===== src/hdl/aoi_pkg.sv =====
// aoi_pkg: shared constants, command struct and arctangent table for the
// ackermann odometry integrator; used by every file under hdl but aoi_if
`default_nettype none

package aoi_pkg;

    localparam int CORDIC_STEPS_DEF = 16;
    localparam int HEADING_BITS_DEF = 16;

    // cordic word width, q2.30 with headroom
    localparam int CW       = 34;
    localparam int IDX_W    = 5;
    localparam int CNT_W    = 6;
    localparam int TNW      = CW - 14;

    localparam logic signed [CW-1:0] CORDIC_GAIN = 34'sd652032874;
    localparam logic [31:0]          TWO_PI_Q29  = 32'd3373259426;
    localparam logic [26:0]          TWO_PI_Q24  = 27'd105414357;
    localparam logic signed [15:0]   STEER_LIMIT = 16'sd19661;

    localparam logic [15:0] WHEELBASE_RST = 16'd384;
    localparam logic [15:0] TICK_RST      = 16'd3277;

    localparam logic CFG_WHEELBASE = 1'b0;
    localparam logic CFG_TICK      = 1'b1;

    typedef struct packed {
        logic             capture;
        logic             load_head;
        logic             load_steer;
        logic             cordic_step;
        logic             mul_a;
        logic             mul_b;
        logic             pos_upd;
        logic             tan_prep;
        logic             tan_mul;
        logic             dp_mul;
        logic             div_step;
        logic             yaw_upd;
        logic             out_load;
        logic [IDX_W-1:0] idx;
    } aoi_cmd_t;

    function automatic logic signed [CW-1:0] atan_lut(input logic [IDX_W-1:0] i);
        logic signed [CW-1:0] a;
        case (i)
            5'd0:    a = 34'sd843314856;
            5'd1:    a = 34'sd497837829;
            5'd2:    a = 34'sd263043836;
            5'd3:    a = 34'sd133525158;
            5'd4:    a = 34'sd67021686;
            5'd5:    a = 34'sd33543515;
            5'd6:    a = 34'sd16775850;
            5'd7:    a = 34'sd8388437;
            5'd8:    a = 34'sd4194282;
            5'd9:    a = 34'sd2097149;
            5'd10:   a = 34'sd1048575;
            5'd11:   a = 34'sd524287;
            5'd12:   a = 34'sd262143;
            5'd13:   a = 34'sd131071;
            5'd14:   a = 34'sd65535;
            5'd15:   a = 34'sd32767;
            5'd16:   a = 34'sd16383;
            5'd17:   a = 34'sd8191;
            5'd18:   a = 34'sd4095;
            5'd19:   a = 34'sd2047;
            5'd20:   a = 34'sd1023;
            5'd21:   a = 34'sd511;
            5'd22:   a = 34'sd255;
            5'd23:   a = 34'sd127;
            default: a = '0;
        endcase
        return a;
    endfunction

endpackage

`default_nettype wire


===== src/hdl/aoi_ctrl.sv =====
// aoi_ctrl: sequencer for one odometry step and the result valid flag
// depends on aoi_pkg
`default_nettype none

module aoi_ctrl
    import aoi_pkg::*;
#(
    parameter int CORDIC_STEPS = CORDIC_STEPS_DEF,
    parameter int HEADING_BITS = HEADING_BITS_DEF
)
(
    input  wire logic clk,
    input  wire logic rst_n,
    input  wire logic in_valid,
    output logic      in_ready,
    output logic      out_valid,
    input  wire logic out_ready,
    output aoi_cmd_t  cmd
);

    localparam logic [CNT_W-1:0] CORD_LAST = CNT_W'(CORDIC_STEPS - 1);
    localparam logic [CNT_W-1:0] DIV_LAST  = CNT_W'(32 + TNW - 26 + HEADING_BITS + 4 - 1);

    typedef enum logic [12:0] {
        S_IDLE  = 13'b0000000000001,
        S_HPREP = 13'b0000000000010,
        S_HCORD = 13'b0000000000100,
        S_MULA  = 13'b0000000001000,
        S_MULB  = 13'b0000000010000,
        S_POS   = 13'b0000000100000,
        S_SCORD = 13'b0000001000000,
        S_TPREP = 13'b0000010000000,
        S_TMUL  = 13'b0000100000000,
        S_DMUL  = 13'b0001000000000,
        S_DIV   = 13'b0010000000000,
        S_FIN   = 13'b0100000000000,
        S_OUT   = 13'b1000000000000
    } state_t;

    state_t state_reg, state_next;
    logic [CNT_W-1:0] cnt_reg, cnt_next;
    logic out_valid_reg, out_valid_next;
    logic out_free;

    assign out_free  = !out_valid_reg || out_ready;
    assign in_ready  = (state_reg == S_IDLE);
    assign out_valid = out_valid_reg;

    always_comb
    begin
        state_next     = state_reg;
        cnt_next       = cnt_reg;
        out_valid_next = out_valid_reg && !out_ready;
        cmd            = '0;
        cmd.idx        = cnt_reg[IDX_W-1:0];
        case (state_reg)
            S_IDLE:
            begin
                if (in_valid)
                begin
                    cmd.capture = 1'b1;
                    state_next  = S_HPREP;
                end
            end
            S_HPREP:
            begin
                cmd.load_head = 1'b1;
                cnt_next      = '0;
                state_next    = S_HCORD;
            end
            S_HCORD:
            begin
                cmd.cordic_step = 1'b1;
                cnt_next        = cnt_reg + 1'b1;
                if (cnt_reg == CORD_LAST)
                    state_next = S_MULA;
            end
            S_MULA:
            begin
                cmd.mul_a  = 1'b1;
                state_next = S_MULB;
            end
            S_MULB:
            begin
                cmd.mul_b  = 1'b1;
                state_next = S_POS;
            end
            S_POS:
            begin
                cmd.pos_upd    = 1'b1;
                cmd.load_steer = 1'b1;
                cnt_next       = '0;
                state_next     = S_SCORD;
            end
            S_SCORD:
            begin
                cmd.cordic_step = 1'b1;
                cnt_next        = cnt_reg + 1'b1;
                if (cnt_reg == CORD_LAST)
                    state_next = S_TPREP;
            end
            S_TPREP:
            begin
                cmd.tan_prep = 1'b1;
                state_next   = S_TMUL;
            end
            S_TMUL:
            begin
                cmd.tan_mul = 1'b1;
                state_next  = S_DMUL;
            end
            S_DMUL:
            begin
                cmd.dp_mul = 1'b1;
                cnt_next   = '0;
                state_next = S_DIV;
            end
            S_DIV:
            begin
                cmd.div_step = 1'b1;
                cnt_next     = cnt_reg + 1'b1;
                if (cnt_reg == DIV_LAST)
                    state_next = S_FIN;
            end
            S_FIN:
            begin
                cmd.yaw_upd = 1'b1;
                state_next  = S_OUT;
            end
            S_OUT:
            begin
                if (out_free)
                begin
                    cmd.out_load   = 1'b1;
                    out_valid_next = 1'b1;
                    state_next     = S_IDLE;
                end
            end
            default:
            begin
                state_next = S_IDLE;
            end
        endcase
    end

    always_ff @(posedge clk or negedge rst_n)
    begin
        if (!rst_n)
        begin
            state_reg     <= S_IDLE;
            cnt_reg       <= '0;
            out_valid_reg <= 1'b0;
        end
        else
        begin
            state_reg     <= state_next;
            cnt_reg       <= cnt_next;
            out_valid_reg <= out_valid_next;
        end
    end

endmodule

`default_nettype wire


===== config.mk =====
export PLATFORM = sky130hd
export DESIGN_NAME = aoi_ctrl
export DESIGN_NICKNAME = d
export VERILOG_FILES = /design/src/hdl/aoi_pkg.sv /design/src/hdl/aoi_ctrl.sv
export SDC_FILE = /design/constraint.sdc
export NUM_CORES = 1
export LEC_CHECK = 0
export BUFFER_PORTS_ARGS = -buffer_cell sky130_fd_sc_hd__buf_2
export CORE_MARGIN = 8
export CORE_UTILIZATION = 50
export DETAILED_ROUTE_END_ITERATION = 10
export GPL_TIMING_DRIVEN = 0
export PLACE_DENSITY = 0.73
export RECOVER_POWER = 25
export SYNTH_ARGS = -nofsm -noshare
export SYNTH_HDL_FRONTEND = slang
export SYNTH_SLANG_ARGS = --single-unit

===== constraint.sdc =====
create_clock -name clk -period 3.4 [get_ports clk]
set_clock_uncertainty 0.15 [all_clocks]
set_input_delay 0 -clock clk [delete_from_list [all_inputs] [get_ports clk]]
set_output_delay 0 -clock clk [all_outputs]
set_load 0.02 [all_outputs]

==> flow_summary.ini, run 1 <==
[critical_path]
crit-reg2reg-launch = state_reg[5]
critical_path.max_fanout = 10
cp.required_ns = 3.25
crit_start = state_reg[3]
crit_slowest_cell = or4_4
critPathLaunchType = register
path_cells = clkbuf_2 > or4_4 > nor3_4 > nand4b_2 > inv_1 > buf_4 > buf_2
rrSetupSlack_ns = 1.10
r2r-end = cnt_reg[3]
max_stage_delay_ns = 0.48
crit_end = cmd[15]
cp_data_arrival_time_ns = 2.19
endpoint_kind = output pin
crit_type = reg2out
rr_worst_depth = 5

[sta]
period_needed_ns = 2.34
relSlewSlack = 0.263
final.setup.tns_ns = 0
tightest_slew_ns = 1.11
setup_violations = 0
finalMaxSlewViolations = 0
fmax_mhz = 428
rsz0062_at_grt = no
finalCritPeriodShare = 0.687
finalHoldViolCount = 0

[logic_synthesis]
syn_nets = 139
synthTopCellsByCount = dfrtp_1 (19), nor2_1 (12), nand2_1 (9), and4b_1 (7), buf_4 (6)
yosysSeqAreaShare = 0.390
synth_edf_count = 0
synth_seq_cells = 20
synth_area_per_cell_um2 = 9.67
synth_area_mm2 = 0.00129
postSynthCellCount = 133
synth_cell_types = 48
async_reset_ff_frac = 1.00
yosysMostFrequentCell = dfrtp_1
ys_warn_count = 0
synthFlopType = dfrtp_1
synth_top_area_cell = dfrtp_1
synth.area.top_cells = dfrtp_1 (37%), and4b_1 (5.4%), buf_4 (3.5%)
synth_top_cell_area_share = 0.370

[cts]
cts_buffers = 3
clkSinkCount = 20
cts_buffer_depth = 2
cts_tree = done
h-tree-depth = 1
cts_root_buf = clkbuf_4
clk_pin_slew_worst_paths_ns = 0.12
post_cts_buffers = 0
clk_latency_ns = 0.30

[grt]
grt_pass1_wl_um = 4840
grt_pass1_vias = 1043
grt_usage = 0.139
antenna_found_initial = 0
grt-ovfl-total = 0
grt_max_degree = 21

[routing]
wl_per_cell_um = 14.9
drt_first_pass_iters = 4
vias = 1098
ant_nets = 0
vias_per_cell = 5.69
drt-total-wl_um = 2870
post-route-drc-count = 0
drt-initial-drc-count = 51

[floorplanning]
dieHeight_um = 66.7
floorplan.io_pins = 24
die_area_mm2 = 0.00445
row_count = 18
die-width_um = 66.7
design.core.area_mm2 = 0.00245
floorplan.initialDensity = 0.524

[pwr]
p_sw_frac = 0.424
p_comb_frac = 0.508
switchingPower_uw = 378
peakVddDrop_mv = 0.481
internal_power_uw = 513
pwr-share-seq = 0.355
p_leak_uw = 0.000805
power_frac_clock = 0.138
power_density_mw_per_mm2 = 596

[cells_and_area]
drive_above_1_share = 0.276
fin_area_mm2 = 0.00149
area_delta_synth_final_pct = 16.1
final_nets = 170
n_antenna_cell = 0
largest_reg_flops = 13

[placed_design]
port_buffers = 23
routabilityCongestion = 0.834
placed_area_mm2 = 0.00144
dp_hpwl_um = 2140

[status]
outcome = finished clean

[worst_hold_path]
hold_path_class = in2async

[run]
cap_violations = 0
-- layer usage --
layer | part of all wire | wire (um) | vias up | GRT usage
li1 | - | - | 553 | -
met1 | 0.46 | 1310 | 511 | 0.167
met2 | 0.47 | 1340 | 30 | 0.220
met3 | 0.061 | 174 | 4 | 0.0352
met4 | 0.018 | 52 | 0 | 0.0747
met5 | 0 | 0 | - | 0
-- power groups by stage --
stage          Clock [uW]  Combinational [uW]  Sequential [uW]
5_1_grt               136                 496              323
4_1_cts               125                 456              316
2_1_floorplan           0                 345              312
3_3_place_gp            0                 445              319
6_report              123                 452              316
3_5_place_dp            0                 450              321
-- cells in the final DEF, fill, tap and decap left out, drive strengths merged, types with 2 or more instances in the layout --
| cell type | count |
|---|---|
| inv | 5 |
| and4b | 7 |
| nor2 | 12 |
| clkbuf | 8 |
| nand3 | 5 |
| nand4 | 4 |
| and3 | 3 |
| dlygate4sd3 | 3 |
| nor3 | 4 |
| nor4b | 2 |
| o41ai | 2 |
| o21ai | 5 |
| a21o | 3 |
| or3 | 2 |
| buf | 30 |
| nand2 | 9 |
| xor2 | 3 |
| nor4 | 6 |
| and2 | 2 |
| nand4b | 2 |
| nor2b | 2 |
| ha | 2 |
| nor3b | 4 |
| xnor2 | 2 |
| a211o | 2 |
| dfrtp | 19 |
| or4 | 3 |
-- critical path: cells and delay by family, from the launching register on --
kind	cells	cell delay [ns]
simple gates	3	0.93
buf+inv	4	0.57
flops	1	0.38
-- metrics by stage --
stage	hold WS (ns)	utilization	cells	setup slack [ns]	total power (uW)
after floorplan	-0.446	-	133	1.34	657
after global placement	-0.172	0.586	186	1.14	764
after detailed placement	-0.163	0.586	186	1.14	771
after CTS	0.0250	0.609	193	1.05	897
after global routing	0.351	0.609	193	0.932	956
final	0.257	0.609	193	1.06	890
-- layout make-up --
cell class / instances / area (um^2)
tap: 30 / 37.5
fill: 226 / 961
sequential: 20 / 502
multi-input combinational: 97 / 698
timing repair buffer: 26 / 144
buffer: 11 / 67.6
clock buffer: 4 / 26.3
inverter: 5 / 18.8
-- repair_timing --
action,4_1_cts,5_1_grt
setup endpoints to repair,0,0
gates resized for setup,0,0
hold buffers,3,0
hold endpoints to repair,24,0
-- cell families (layout without fill, tap and decap cells) --
group | count (synthesis) | after routing | share of synthesized area
multiplexers | 1 | 1 | 0.00778
adder cells (fa/ha/maj) | 2 | 2 | 0.0195
AO/OA/AOI/OAI | 19 | 19 | 0.106
buffers and inverters | 16 | 46 | 0.0671
flip-flops | 20 | 20 | 0.390
XOR/XNOR | 5 | 5 | 0.0341
AND/OR/NAND/NOR | 70 | 70 | 0.375
-- worst min-delay path by stage --
stage          startpoint       endpoint  slack (ns)  cells past startpoint
6_report            rst_n   state_reg[3]        0.26                      2
5_1_grt          in_valid   state_reg[1]        0.35                      3
4_1_cts             rst_n  state_reg[12]        0.02                      2
3_5_place_dp        rst_n   state_reg[3]       -0.16                      1
3_3_place_gp        rst_n   state_reg[3]       -0.17                      1
2_1_floorplan       rst_n     cnt_reg[0]       -0.45                      0
Note: power is estimated with default switching activity, not from simulation.
==> run 2: changes to the inputs <==
--- a/config.mk
+++ b/config.mk
@@ -7,10 +7,10 @@
 export LEC_CHECK = 0
 export BUFFER_PORTS_ARGS = -buffer_cell sky130_fd_sc_hd__buf_2
 export CORE_MARGIN = 8
-export CORE_UTILIZATION = 50
+export CORE_UTILIZATION = 49
 export DETAILED_ROUTE_END_ITERATION = 10
 export GPL_TIMING_DRIVEN = 0
-export PLACE_DENSITY = 0.73
+export PLACE_DENSITY = 0.75
 export RECOVER_POWER = 25
 export SYNTH_ARGS = -nofsm -noshare
 export SYNTH_HDL_FRONTEND = slang
==> constraint.sdc (replaced) <==
create_clock -name clk -period 1.9 [get_ports clk]
set_clock_uncertainty 0.15 [all_clocks]
set_input_delay 0 -clock clk [delete_from_list [all_inputs] [get_ports clk]]
set_output_delay 0 -clock clk [all_outputs]
set_load 0.02 [all_outputs]
==> flow_summary.ini, run 2 (same netlist as run 1, synthesis figures left out) <==
[routing]
ant_nets = 0
drt-total-wl_um = 5260
vias = 1454
vias_per_cell = 6.24
drt-initial-drc-count = 132
post-route-drc-count = 0
wl_per_cell_um = 22.6
drt_first_pass_iters = 4

[critical_path]
crit-reg2reg-launch = state_reg[2]
cp.required_ns = 1.75
crit_type = reg2out
crit_end = cmd[15]
critical_path.max_fanout = 4
cp_data_arrival_time_ns = 2.15
endpoint_kind = output pin
critPathLaunchType = register
crit_start = state_reg[1]
r2r-end = cnt_reg[1]
rrSetupSlack_ns = -0.33
rr_worst_depth = 8

[run]
cap_violations = 0

[sta]
fmax_mhz = 434
rsz0062_at_grt = yes
finalHoldViolCount = 0
finalMaxSlewViolations = 0
tightest_slew_ns = 1.17
period_needed_ns = 2.30
final.setup.tns_ns = -6.77
finalCritPeriodShare = 1.21
final.setup.worst_slack_ns = -0.405
relSlewSlack = 0.218
setup_violations = 29

[cells_and_area]
mostFrequentLayoutCell = buf_4
drive_above_1_share = 0.606
largest_reg_flops = 13
final_nets = 210
area_delta_synth_final_pct = 68.6
final_util = 0.875
final_cell_mix = buf_4 (35), buf_6 (29), dfrtp_1 (11), buf_2 (8), dfrtp_2 (8)
n_antenna_cell = 0

[cts]
h-tree-depth = 1
cts_tree = done
cts_root_buf = clkbuf_4
cts_buffer_depth = 2
cts_buffers = 3
clk_latency_ns = 0.33
clkSinkCount = 20
clk_pin_slew_worst_paths_ns = 0.13

[grt]
grt-ovfl-total = 0
grt_usage = 0.188
grt_max_degree = 21
grt_pass1_vias = 1383
grt_pass1_wl_um = 6580
antenna_found_initial = 0

[floorplanning]
dieHeight_um = 67.2
row_count = 18
die_area_mm2 = 0.00452
die-width_um = 67.2
floorplan.io_pins = 24
design.core.area_mm2 = 0.00248
floorplan.initialDensity = 0.519

[pwr]
p_leak_uw = 0.00107
finalPower_uw = 2390
peakVddDrop_mv = 1.06
power_density_mw_per_mm2 = 1100

[status]
outcome = finished with violations
violations = setup timing

[placed_design]
port_buffers = 23
dp_hpwl_um = 2160
routabilityCongestion = 0.851
pre_cts_ws_ns = -0.336

[worst_hold_path]
hold_path_class = in2async
==> run 2: cell types whose count changed in the layout (fill, tap and decap cells not counted), sizes merged <==
cell	delta
clkbuf	-2
buf	+42
==> run 2: critical path: stages (launching register included) <==
cell and delay, ns:
dfrtp_2 0.45, or4_4 0.54, nor3_4 0.31, nand4b_4 0.16
inv_2 0.12, buf_4 0.12, buf_6 0.11
==> run 2: per-stage QoR <==
stage	hold slack (ns)	instance area (um^2)	std cells
2_1_floorplan	-0.446	1290	133
3_3_place_gp	-0.174	1450	186
3_5_place_dp	-0.173	1450	186
4_1_cts	0.0254	1900	218
5_1_grt	0.350	2170	233
6_report	0.268	2170	233
==> run 2: where the power goes <==
part | leakage, uW | switching (uW) | internal [uW]
registers | 0.000260 | 80.5 | 497
logic | 0.000796 | 778 | 791
clock network | 0.0000150 | 159 | 82.5
==> run 2: timing repair <==
item | 4_1_cts | 5_1_grt
setup endpoints to repair | 25 | 32
pin swaps | 20 | 20
hold buffers | 3 | 0
setup buffers | 31 | 21
hold endpoints to repair | 24 | 0
resized for setup | 52 | 47
==> run 2: area by class of cell <==
cell class / instances / area, um^2
Timing Repair Buffer: 68 / 596
Inverter: 5 / 21.3
Multi-Input combinational cell: 97 / 901
Sequential cell: 20 / 512
Clock buffer: 4 / 26.3
Buffer: 9 / 75.1
Fill cell: 129 / 309
Tap cell: 30 / 37.5
==> run 2: routing by layer <==
metal / track usage / vias up / wire (um)
li1: - / 632 / -
met1: 0.197 / 722 / 2020
met2: 0.324 / 76 / 2720
met3: 0.0464 / 24 / 289
met4: 0.136 / 0 / 228
met5: 0 / - / 0
==> run 2: worst min path at each step <==
stage,startpoint,endpoint,slack [ns]
floorplan,rst_n,cnt_reg[0],-0.45
global placement,rst_n,state_reg[3],-0.17
detailed placement,rst_n,state_reg[3],-0.17
CTS,rst_n,state_reg[3],0.03
global route,rst_n,state_reg[2],0.35
finish,rst_n,state_reg[3],0.27
==> run 3: changes to the inputs <==
--- a/config.mk
+++ b/config.mk
@@ -7,11 +7,11 @@
 export LEC_CHECK = 0
 export BUFFER_PORTS_ARGS = -buffer_cell sky130_fd_sc_hd__buf_2
 export CORE_MARGIN = 8
-export CORE_UTILIZATION = 49
+export CORE_UTILIZATION = 24
 export DETAILED_ROUTE_END_ITERATION = 10
 export GPL_TIMING_DRIVEN = 0
-export PLACE_DENSITY = 0.75
 export RECOVER_POWER = 25
+export SKIP_CTS_REPAIR_TIMING = 1
 export SYNTH_ARGS = -nofsm -noshare
 export SYNTH_HDL_FRONTEND = slang
 export SYNTH_SLANG_ARGS = --single-unit
==> flow_summary.ini, run 3 (same netlist as run 1, synthesis figures left out) <==
[status]
outcome = finished with violations
violations = setup timing

[cts]
clk_latency_ns = 0.26
cts_root_buf = clkbuf_8
cts_buffer_depth = 2
clkSinkCount = 20
cts_buffers = 3
clk_pin_slew_worst_paths_ns = 0.08
cts_tree = done
h-tree-depth = 1

[cells_and_area]
mostFrequentLayoutCell = buf_4
final_nets = 182
n_antenna_cell = 0
n_fill_cell = 555
final_cell_mix = buf_4 (25), dfrtp_1 (14), buf_2 (13), nor2_1 (9)
largest_reg_flops = 13
fin_area_mm2 = 0.00186
area_delta_synth_final_pct = 44.9
drive_above_1_share = 0.474

[routing]
vias_per_cell = 4.67
drt_first_pass_iters = 4
wl_per_cell_um = 13.9
post-route-drc-count = 0
ant_nets = 0
vias = 1143
drt-total-wl_um = 3410
drt-initial-drc-count = 33

[floorplanning]
floorplan.io_pins = 24
dieHeight_um = 89.2
floorplan.initialDensity = 0.250
design.core.area_mm2 = 0.00514
row_count = 26
die-width_um = 89.2
die_area_mm2 = 0.00796

[pwr]
p_leak_uw = 0.000906
finalPower_uw = 2080
peakVddDrop_mv = 0.546
power_density_mw_per_mm2 = 1120

[sta]
relSlewSlack = 0.219
final.setup.worst_slack_ns = -0.334
period_needed_ns = 2.23
finalHoldViolCount = 0
fmax_mhz = 448
finalCritPeriodShare = 1.18
finalMaxSlewViolations = 0
fin_hold_ws_ns = 0.337
tightest_slew_ns = 1.17
setup_violations = 22
rsz0062_at_grt = yes

[grt]
antenna_found_initial = 0
grt_max_degree = 21
grt_usage = 0.0830
grt_pass1_wl_um = 5040
grt-ovfl-total = 0
grt_pass1_vias = 1031

[worst_hold_path]
hold_path_class = in2async

[critical_path]
cp_data_arrival_time_ns = 2.08
rr_worst_depth = 5
crit-reg2reg-launch = state_reg[1]
r2r-end = cnt_reg[3]
crit_start = state_reg[1]
critPathLaunchType = register
critical_path.max_fanout = 6
rrSetupSlack_ns = -0.31
endpoint_kind = output pin
cp.required_ns = 1.75
crit_type = reg2out

[placed_design]
routabilityCongestion = 0.796
placed_area_mm2 = 0.00150
port_buffers = 23
pre_cts_ws_ns = -0.386
dp_hpwl_um = 2330

[run]
cap_violations = 0
## run 3: cell count changes in the layout (fill, tap and decap cells not counted), moves of 3 or more
cell / before / now
buf_2: 8 / 13
buf_4: 35 / 25
buf_6: 29 / 6
clkbuf_4: 4 / 1
clkbuf_8: 0 / 3
dfrtp_1: 11 / 14
dfrtp_2: 8 / 5
nor2_4: 4 / 1
## run 3: worst max-delay path by stage
| stage | endpoint | slack [ns] | cells past startpoint |
|---|---|---|---|
| after floorplan | cnt_reg[3] | -0.15 | 5 |
| after global placement | cnt_reg[2] | -0.38 | 5 |
| after detailed placement | cnt_reg[3] | -0.39 | 5 |
| after CTS | cmd[15] | -0.43 | 7 |
| after global routing | cmd[15] | -0.41 | 6 |
| final | cmd[12] | -0.33 | 5 |
## run 3: layout make-up
| type | instances | area, um^2 | share of cell area |
|---|---|---|---|
| Multi-Input combinational cell | 97 | 817 | 0.438 |
| Tap cell | 70 | 87.6 | 0.0470 |
| Sequential cell | 20 | 508 | 0.272 |
| Buffer | 9 | 71.3 | 0.0383 |
| Clock inverter | 1 | 30.0 | 0.0161 |
| Inverter | 5 | 18.8 | 0.0101 |
| Timing Repair Buffer | 40 | 290 | 0.156 |
| Clock buffer | 3 | 41.3 | 0.0221 |
## run 3: per-stage QoR
stage / cells / util / TNS, ns
6_report: 245 / 0.363 / -3.83
5_1_grt: 245 / 0.363 / -5.83
4_1_cts: 230 / 0.305 / -5.90
3_5_place_dp: 226 / 0.291 / -3.55
3_3_place_gp: 226 / 0.291 / -3.44
2_1_floorplan: 133 / - / -0.452
## run 3: routing by layer
layer / global-route usage / vias to the layer above / routed length, um
li1: - / 573 / -
met1: 0.0994 / 541 / 1530
met2: 0.139 / 27 / 1670
met3: 0.0322 / 2 / 192
met4: 0.0136 / 0 / 18
met5: 0 / - / 0
## run 3: power breakdown
part           switching (uW)  internal, uW
clock network             153           281
registers                 101           495
logic                     556           494
## run 3: critical path, cell delays in order (launching register included)
cell and delay (ns):
dfrtp_1 0.47, or4_4 0.59, nor3_4 0.27, buf_4 0.16, and4b_1 0.19, buf_4 0.14
